==> src/rtl/core/tsct_pkg.sv <==
// Shared constants, codes and lookup functions for the Taylor sine/cosine/tangent unit.
package tsct_pkg;

   localparam int FRAC_BITS = 24;
   localparam int WORK_BITS = 30;
   localparam int GUARD_BITS = 30;
   localparam int MAX_TERMS = 12;

   localparam logic [63:0] PI_Q60 = 64'h3243F6A8885A308D;
   localparam logic signed [63:0] PI_W = signed'(PI_Q60 >> (60 - FRAC_BITS - GUARD_BITS));
   localparam logic signed [63:0] TWO_PI_W = PI_W <<< 1;

   localparam logic [1:0] FUNC_SIN = 2'd0;
   localparam logic [1:0] FUNC_COS = 2'd1;
   localparam logic [1:0] FUNC_TAN = 2'd2;
   localparam logic [1:0] FUNC_NONE = 2'd3;

   localparam logic [3:0] TERMS_RESET = 4'd10;

   function automatic logic [29:0] recip_step(input logic [4:0] k);
      logic [29:0] r;
      case (k)
         5'd1:  r = 30'd536870912;
         5'd2:  r = 30'd178956971;
         5'd3:  r = 30'd89478485;
         5'd4:  r = 30'd53687091;
         5'd5:  r = 30'd35791394;
         5'd6:  r = 30'd25565282;
         5'd7:  r = 30'd19173961;
         5'd8:  r = 30'd14913081;
         5'd9:  r = 30'd11930465;
         5'd10: r = 30'd9761289;
         5'd11: r = 30'd8134408;
         5'd12: r = 30'd6882960;
         5'd13: r = 30'd5899680;
         5'd14: r = 30'd5113056;
         5'd15: r = 30'd4473924;
         5'd16: r = 30'd3947580;
         5'd17: r = 30'd3508960;
         5'd18: r = 30'd3139596;
         5'd19: r = 30'd2825636;
         5'd20: r = 30'd2556528;
         5'd21: r = 30'd2324117;
         5'd22: r = 30'd2122019;
         5'd23: r = 30'd1945184;
         5'd24: r = 30'd1789570;
         default: r = 30'd0;
      endcase
      return r;
   endfunction

   function automatic logic [34:0] mag35(input logic signed [35:0] v);
      logic signed [35:0] a;
      a = v[35] ? -v : v;
      return a[34:0];
   endfunction

endpackage

==> src/rtl/core/taylor_sin_cos_tan_unit_top.sv <==
// Taylor series sine, cosine and tangent unit with a shared sequenced multiplier and divider.
//
// Requests arrive on req_valid/req_stall with req_func (0 sine, 1 cosine,
// 2 tangent, 3 gives zero) and req_angle, signed Q8.24 radians. Results
// leave on rsp_valid/rsp_stall as rsp_result_value (Q8.24) and rsp_status
// (1 when the tangent's cosine is zero). csr_valid/csr_ready writes the
// series term count; csr_ready is always high.
// One request at a time: the angle reduction removes one multiple of 2pi
// per step until the angle is in range, then the square of the angle and
// each series term are formed on the shared 34x17 multiplier, which runs
// two passes and a rounding step per product. Sine or cosine run one
// series; tangent runs both series, then a bit-serial division.
// Reset clears the sequencer, drops any pending result and sets the term
// count to 10. A finished result waits in the output register while the
// receiver stalls; the next request is taken meanwhile, and its result is
// held until the output register is free.
module taylor_sin_cos_tan_unit_top (
   input  logic                     clock,
   input  logic                     reset,
   input  logic                     req_valid,
   output logic                     req_stall,
   input  logic [1:0]               req_func,
   input  logic signed [31:0]       req_angle,
   output logic                     rsp_valid,
   input  logic                     rsp_stall,
   output logic signed [31:0]       rsp_result_value,
   output logic                     rsp_status,
   input  logic                     csr_valid,
   output logic                     csr_ready,
   input  logic [3:0]               csr_series_terms
);
   import tsct_pkg::*;

   typedef enum logic [3:0] {
      S_IDLE, S_REDUCE, S_MLO, S_MHI, S_MRND, S_TERM, S_SEND,
      S_DCHK, S_DIV, S_DFIN, S_DONE
   } state_type;

   typedef enum logic [1:0] {RET_X2, RET_TR, RET_TX} mret_type;

   state_type state_ff, state_in;
   mret_type mret_ff, mret_in;
   logic [3:0] terms_ff, terms_in;
   logic [1:0] func_ff, func_in;
   logic [3:0] nterms_ff, nterms_in;
   logic signed [63:0] w_ff, w_in;
   logic signed [35:0] x_ff, x_in, x2_ff, x2_in;
   logic signed [35:0] term_ff, term_in, sum_ff, sum_in, sin_ff, sin_in;
   logic [3:0] n_ff, n_in;
   logic cos_ff, cos_in;
   logic [33:0] ma_ff, ma_in, mb_ff, mb_in;
   logic mneg_ff, mneg_in;
   logic [50:0] pp_ff, pp_in, acc_ff, acc_in;
   logic [35:0] rem_ff, rem_in;
   logic [31:0] dlow_ff, dlow_in, q_ff, q_in;
   logic [4:0] cnt_ff, cnt_in;
   logic [34:0] uc_ff, uc_in;
   logic dneg_ff, dneg_in;
   logic [31:0] res_ff, res_in;
   logic stat_ff, stat_in;
   logic rsp_valid_ff, rsp_valid_in;
   logic [31:0] rsp_res_ff, rsp_res_in;
   logic rsp_stat_ff, rsp_stat_in;

   logic [16:0] mb_part;
   logic [67:0] mfull;
   logic [67:0] mrnd;
   logic signed [35:0] mres;
   logic signed [63:0] rshift;
   logic [4:0] kstep;
   logic [36:0] trial;
   logic [34:0] us_v, uc_v;
   logic signed [35:0] out_v;

   assign req_stall = (state_ff != S_IDLE);
   assign csr_ready = 1'b1;
   assign rsp_valid = rsp_valid_ff;
   assign rsp_result_value = signed'(rsp_res_ff);
   assign rsp_status = rsp_stat_ff;

   always_comb begin
      mb_part = (state_ff == S_MLO) ? mb_ff[16:0] : mb_ff[33:17];
      mfull = {17'd0, acc_ff} + ({17'd0, pp_ff} << 17);
      mrnd = mfull + (68'd1 << (WORK_BITS - 1));
      mres = mneg_ff ? -signed'({2'b00, mrnd[63:30]}) : signed'({2'b00, mrnd[63:30]});
      rshift = (w_ff - PI_W + (64'sd1 <<< (FRAC_BITS - 1))) >>> FRAC_BITS;
      kstep = cos_ff ? {n_ff, 1'b1} : 5'({n_ff, 1'b0} + 5'd2);
      trial = {1'b0, rem_ff[34:0], dlow_ff[31]} - {2'b00, uc_ff};
      us_v = mag35(sin_ff);
      uc_v = mag35(sum_ff);
      out_v = (sum_ff + 36'sd32) >>> (WORK_BITS - FRAC_BITS);
   end

   always_comb begin
      state_in = state_ff;
      mret_in = mret_ff;
      terms_in = terms_ff;
      func_in = func_ff;
      nterms_in = nterms_ff;
      w_in = w_ff;
      x_in = x_ff;
      x2_in = x2_ff;
      term_in = term_ff;
      sum_in = sum_ff;
      sin_in = sin_ff;
      n_in = n_ff;
      cos_in = cos_ff;
      ma_in = ma_ff;
      mb_in = mb_ff;
      mneg_in = mneg_ff;
      pp_in = pp_ff;
      acc_in = acc_ff;
      rem_in = rem_ff;
      dlow_in = dlow_ff;
      q_in = q_ff;
      cnt_in = cnt_ff;
      uc_in = uc_ff;
      dneg_in = dneg_ff;
      res_in = res_ff;
      stat_in = stat_ff;
      rsp_valid_in = rsp_valid_ff && rsp_stall;
      rsp_res_in = rsp_res_ff;
      rsp_stat_in = rsp_stat_ff;

      if (csr_valid) begin
         terms_in = csr_series_terms;
      end

      case (state_ff)
         S_IDLE: begin
            if (req_valid) begin
               func_in = req_func;
               if (terms_ff == 4'd0) begin
                  nterms_in = 4'd1;
               end else if (terms_ff > 4'(MAX_TERMS)) begin
                  nterms_in = 4'(MAX_TERMS);
               end else begin
                  nterms_in = terms_ff;
               end
               w_in = (64'(req_angle) <<< GUARD_BITS) + PI_W;
               if (req_func == FUNC_NONE) begin
                  res_in = 32'd0;
                  stat_in = 1'b0;
                  state_in = S_DONE;
               end else begin
                  state_in = S_REDUCE;
               end
            end
         end
         S_REDUCE: begin
            if (w_ff < 0) begin
               w_in = w_ff + TWO_PI_W;
            end else if (w_ff >= TWO_PI_W) begin
               w_in = w_ff - TWO_PI_W;
            end else begin
               x_in = rshift[35:0];
               ma_in = 34'(mag35(rshift[35:0]));
               mb_in = 34'(mag35(rshift[35:0]));
               mneg_in = 1'b0;
               mret_in = RET_X2;
               state_in = S_MLO;
            end
         end
         S_MLO: begin
            pp_in = 51'(ma_ff * mb_part);
            state_in = S_MHI;
         end
         S_MHI: begin
            acc_in = pp_ff;
            pp_in = 51'(ma_ff * mb_part);
            state_in = S_MRND;
         end
         S_MRND: begin
            case (mret_ff)
               RET_X2: begin
                  x2_in = mres;
                  cos_in = (func_ff == FUNC_COS);
                  term_in = (func_ff == FUNC_COS) ? (36'sd1 <<< WORK_BITS) : x_ff;
                  sum_in = 36'sd0;
                  n_in = 4'd0;
                  state_in = S_TERM;
               end
               RET_TR: begin
                  ma_in = 34'(mag35(mres));
                  mb_in = 34'(mag35(x2_ff));
                  mneg_in = mres[35] ^ x2_ff[35];
                  mret_in = RET_TX;
                  state_in = S_MLO;
               end
               RET_TX: begin
                  term_in = -mres;
                  n_in = n_ff + 4'd1;
                  state_in = S_TERM;
               end
               default: begin
                  state_in = S_IDLE;
               end
            endcase
         end
         S_TERM: begin
            sum_in = sum_ff + term_ff;
            if (n_ff == nterms_ff - 4'd1) begin
               state_in = S_SEND;
            end else begin
               ma_in = 34'(mag35(term_ff));
               mb_in = {4'd0, recip_step(kstep)};
               mneg_in = term_ff[35];
               mret_in = RET_TR;
               state_in = S_MLO;
            end
         end
         S_SEND: begin
            if (func_ff != FUNC_TAN) begin
               res_in = 32'(out_v);
               stat_in = 1'b0;
               state_in = S_DONE;
            end else if (!cos_ff) begin
               sin_in = sum_ff;
               cos_in = 1'b1;
               term_in = 36'sd1 <<< WORK_BITS;
               sum_in = 36'sd0;
               n_in = 4'd0;
               state_in = S_TERM;
            end else begin
               state_in = S_DCHK;
            end
         end
         S_DCHK: begin
            dneg_in = sin_ff[35] ^ sum_ff[35];
            uc_in = uc_v;
            if (sum_ff == 36'sd0) begin
               res_in = 32'd0;
               stat_in = 1'b1;
               state_in = S_DONE;
            end else if ({8'd0, us_v} >= {uc_v, 8'd0}) begin
               res_in = (sin_ff[35] ^ sum_ff[35]) ? 32'h8000_0000 : 32'h7FFF_FFFF;
               stat_in = 1'b0;
               state_in = S_DONE;
            end else begin
               rem_in = {9'd0, us_v[34:8]};
               dlow_in = {us_v[7:0], 24'd0};
               q_in = 32'd0;
               cnt_in = 5'd0;
               state_in = S_DIV;
            end
         end
         S_DIV: begin
            if (!trial[36]) begin
               rem_in = trial[35:0];
            end else begin
               rem_in = {rem_ff[34:0], dlow_ff[31]};
            end
            q_in = {q_ff[30:0], !trial[36]};
            dlow_in = {dlow_ff[30:0], 1'b0};
            cnt_in = cnt_ff + 5'd1;
            if (cnt_ff == 5'd31) begin
               state_in = S_DFIN;
            end
         end
         S_DFIN: begin
            stat_in = 1'b0;
            if (dneg_ff) begin
               res_in = (q_ff > 32'h8000_0000) ? 32'h8000_0000 : (32'd0 - q_ff);
            end else begin
               res_in = (q_ff > 32'h7FFF_FFFF) ? 32'h7FFF_FFFF : q_ff;
            end
            state_in = S_DONE;
         end
         S_DONE: begin
            if (!rsp_valid_ff || !rsp_stall) begin
               rsp_valid_in = 1'b1;
               rsp_res_in = res_ff;
               rsp_stat_in = stat_ff;
               state_in = S_IDLE;
            end
         end
         default: begin
            state_in = S_IDLE;
         end
      endcase
   end

   always_ff @(posedge clock) begin
      if (reset) begin
         state_ff <= S_IDLE;
         terms_ff <= TERMS_RESET;
         rsp_valid_ff <= 1'b0;
      end else begin
         state_ff <= state_in;
         terms_ff <= terms_in;
         rsp_valid_ff <= rsp_valid_in;
      end
      mret_ff <= mret_in;
      func_ff <= func_in;
      nterms_ff <= nterms_in;
      w_ff <= w_in;
      x_ff <= x_in;
      x2_ff <= x2_in;
      term_ff <= term_in;
      sum_ff <= sum_in;
      sin_ff <= sin_in;
      n_ff <= n_in;
      cos_ff <= cos_in;
      ma_ff <= ma_in;
      mb_ff <= mb_in;
      mneg_ff <= mneg_in;
      pp_ff <= pp_in;
      acc_ff <= acc_in;
      rem_ff <= rem_in;
      dlow_ff <= dlow_in;
      q_ff <= q_in;
      cnt_ff <= cnt_in;
      uc_ff <= uc_in;
      dneg_ff <= dneg_in;
      res_ff <= res_in;
      stat_ff <= stat_in;
      rsp_res_ff <= rsp_res_in;
      rsp_stat_ff <= rsp_stat_in;
   end

endmodule
==> config.mk <==
export PLATFORM = sky130hd
export DESIGN_NAME = taylor_sin_cos_tan_unit_top
export DESIGN_NICKNAME = d
export VERILOG_FILES = /design/src/rtl/core/tsct_pkg.sv /design/src/rtl/core/taylor_sin_cos_tan_unit_top.sv
export SDC_FILE = /design/constraint.sdc
export NUM_CORES = 2
export LEC_CHECK = 0
export ABC_AREA = 1
export BUFFER_PORTS_ARGS = -buffer_cell sky130_fd_sc_hd__buf_2
export CAP_MARGIN = 15
export CORE_AREA = 3 3 366 404
export DETAILED_ROUTE_END_ITERATION = 16
export DIE_AREA = 0 0 369 407
export HOLD_SLACK_MARGIN = 0.08
export PLACE_DENSITY = 0.58
export SETUP_SLACK_MARGIN = 0.2
export SLEW_MARGIN = 0
export SYNTH_ARGS = -nofsm -noshare
export SYNTH_HDL_FRONTEND = slang
export SYNTH_SLANG_ARGS = --single-unit
==> constraint.sdc <==
create_clock -name clock -period 8.6 [get_ports clock]
set_input_delay 1.72 -clock clock [delete_from_list [all_inputs] [get_ports clock]]
set_output_delay 1.72 -clock clock [all_outputs]
set_load 0.03 [all_outputs]
==> impl_metrics.csv <==
group,metric,value,unit
status,result_of_the_run,"finished clean",
synthesis,number_of_library_cell_types_mapped_by_synthesis,71,
place,portBuffers,77,
finish,finalInstanceArea,68600,um^2
floorplanning,fp.coreArea,144000,um^2
synthesis,synthesis.area,63200,um^2
synthesis,synth_top_flop_cell,"edfxtp_1",
critical_path,path_max_fanout,18,
global_route,grt_max_degree,72,
critical_path,regToRegEndpoint,"pp_ff[41]$_DFFE_PP_",
global_route,grt_usage,29.3,%
clocking,cts_root_buf,"clkbuf_16",
sta,post-route-min-period,7.88,ns
synthesis,synth.avg_cell_area,7.48,um^2
routing,via_count,56800,
sta,setup_viol_count_final,0,
clocking,clk_latency,0.69,ns
sta,fmax_achieved,127,MHz
sta,slew-limit-headroom,12.5,%
synthesis,post_synthesis_cell_count,8446,
place,place_inst,10300,
synthesis,synth_enable_flop_cells,590,
clocking,cts_inserted_buffers,73,
sta,worst_clock_skew,0.0618,ns
sta,unrepaired_setup_endpoints_after_global_routing,"false",
hold_path,hold_path_startpoint,"res_ff[21]$_DFFE_PP_",
floorplanning,initial_utilization,43.9,%
hold_path,worstHoldPathType,"flop to flop",
sta,timing.hold.ws,0.419,ns
hold_path,number_of_cells_on_the_worst_hold_path,0,
clocking,clk_transition_reported_paths,0.06,ns
clocking,cts-root-to-sink-buffers,3,
sta,hold_viol,0,
critical_path,reg2regPathDepth,30,
synthesis,postSynthRegisterBits,599,
finish,count_of_nets_after_finishing,9297,
clocking,post_cts_resized,0,
floorplanning,num_io_pins,79,
routing,vias_per_cell,5.44,
synthesis,yosys.area.top_type,"edfxtp_1",
finish,layout-drive-gt1-share,6.14,%
global_route,grt_pass1_wl,337000,um
place,place_area,65900,um^2
place,routabilityCongestion,0.990,
floorplanning,die_h,407,um
finish,nFillCells,14700,
routing,routedWlPerCell,21.2,um
synthesis,yosys.cell_count.top_type,"nand2_1",
routing,route.detailed.drc,0,
synthesis,synth_top_cells_by_area,"edfxtp_1 28%, fa_1 15%, nand2_1 11%",
synthesis,post_synth_most_frequent_cells,"1909 x nand2_1, 1530 x inv_1, 954 x nor2_1",
synthesis,synth-warning-count,0,
routing,drt_pre_antenna_iters,10,
synthesis,synth_top_area_share,28.0,%
synthesis,synth_nets,9288,
critical_path,setup.worst_path.end_class,"flop",
routing,postRouteWirelength,221000,um
finish,synthToLayoutAreaGrowth,8.64,%
critical_path,crit_path_start_kind,"flop",
synthesis,async_reset_ff_share,0,%
critical_path,cp_slowest_stage_delay,0.60,ns
global_route,antenna_found_initial,5,
routing,ant_nets,0,
global_route,first_global_vias,55400,
sta,layout_worst_path_cycle_share,91.7,%
clocking,cts_sinks,599,
sta,fin_setup_tns,0,ns
global_route,total_global_routing_overflow,0,
critical_path,timing.setup.critical_path_class,"flop to flop",
job,drv.max_cap_violation_count,0,
clocking,cts_setup_buffers,0,
clocking,tritoncts,"yes",
critical_path,reg2reg_slack,0.72,ns
sta,worstMarginPinSlew,1.29,ns
floorplanning,dieArea,150000,um^2
critical_path,crit_required,8.99,ns
floorplanning,row_count,146,
clocking,htree_num_levels,3,
place,dp.final_hpwl,180000,um
critical_path,worstPathArrival,8.27,ns
critical_path,r2r-start,"state_ff[1]$_SDFFE_PP0P_",
sta,number_of_pins_with_negative_max_slew_slack_in_the_final_report,0,
finish,stdcell_count,10400,
synthesis,synth_sequential_area_ratio,28.3,%
floorplanning,die-width,369,um
clocking,cts-hold-fix-buffers,0,
critical_path,worst_path_max_delay_cell,"fa_1",
routing,drtIter0Drc,5348,
hold_path,hold-path-endpoint,"rsp_result_value[21]$_DFFE_PP_",
-- worst max-delay path, delay by kind of cell (launching register included) --
kind	cells	cell delay (ns)
buffers and inverters	11	1.51
DFF	1	0.37
and+or+nand+nor	6	0.73
xor gates and xnor gates	1	0.16
adders and majority gates	7	3.65
AOI/OAI and AO/OA	5	1.15
-- worst max-delay path by stage --
stage                     endpoint  cells past startpoint                startpoint
2_1_floorplan  pp_ff[46]$_DFFE_PP_                     33  state_ff[1]$_SDFFE_PP0P_
3_3_place_gp   pp_ff[47]$_DFFE_PP_                     32  state_ff[1]$_SDFFE_PP0P_
3_5_place_dp   pp_ff[47]$_DFFE_PP_                     32  state_ff[1]$_SDFFE_PP0P_
4_1_cts        pp_ff[47]$_DFFE_PP_                     32  state_ff[1]$_SDFFE_PP0P_
5_1_grt        pp_ff[42]$_DFFE_PP_                     37  state_ff[1]$_SDFFE_PP0P_
6_report       pp_ff[41]$_DFFE_PP_                     30  state_ff[1]$_SDFFE_PP0P_
-- cells in the final DEF, fill, tap and decap left out, types with 52 or more instances in the layout --
cell type  count
xnor2_1       60
nor3_1       122
a31oi_1       52
nor2_1       944
ha_1         318
buf_4        102
xor2_1       177
o21ai_0      497
nand4_1       94
a21oi_1      471
buf_2         77
edfxtp_1     590
nand2_1     1909
inv_1       1525
fa_1         481
nand3_1      402
clkbuf_16     73
-- sequential cells by signal (all words and copies together) (netlist names), 2 cells and up --
register	flops
acc_ff	34
cnt_ff	5
dlow_ff	8
func_ff	2
ma_ff	34
mb_ff	34
mret_ff	2
n_ff	4
nterms_ff	4
pp_ff	51
q_ff	32
rem_ff	35
res_ff	32
rsp_result_value	32
sin_ff	36
state_ff	4
sum_ff	36
term_ff	36
terms_ff	4
uc_ff	35
w_ff	62
x2_ff	35
x_ff	36
-- kinds of logic after synthesis --
| logic type | Yosys count | synth area share, % |
|---|---|---|
| AOI/OAI and AO/OA | 1262 | 11.0 |
| xor gates and xnor gates | 240 | 3.36 |
| adders and majority gates | 799 | 21.5 |
| buffers and inverters | 1822 | 10.9 |
| DFF | 599 | 28.3 |
| muxes | 6 | 0.0951 |
| other | 1 | 0.00594 |
| and+or+nand+nor | 3717 | 24.7 |
-- layer usage --
layer / wire length, um / track usage [%]
met1: 95000 / 39.9
met5: 27 / 0
met4: 9530 / 10.5
met2: 100000 / 47.2
met3: 16400 / 4.67
-- per-stage QoR --
step | util (%) | setup WS (ns)
3_5_place_dp | 45.8 | 0.513
2_1_floorplan | - | 1.02
4_1_cts | 47.6 | 0.487
5_1_grt | 47.7 | 0.231
3_3_place_gp | 45.8 | 0.607
6_report | 47.7 | 0.717
-- final cells by class --
class | count | area, um^2 | share of cell area (%)
antenna | 1 | 2.50 | 0.00365
clock buffer | 77 | 1840 | 2.68
clock inverter | 57 | 831 | 1.21
inverter | 1574 | 5910 | 8.61
multi-input combinational | 6025 | 38500 | 56.1
sequential | 599 | 17900 | 26.1
tap | 1924 | 2410 | 3.51
timing repair buffer | 182 | 1210 | 1.76
Power is left out: the tool's default activity adds up to more than one toggle a clock period on the data nets, which glitch-free logic cannot reach.
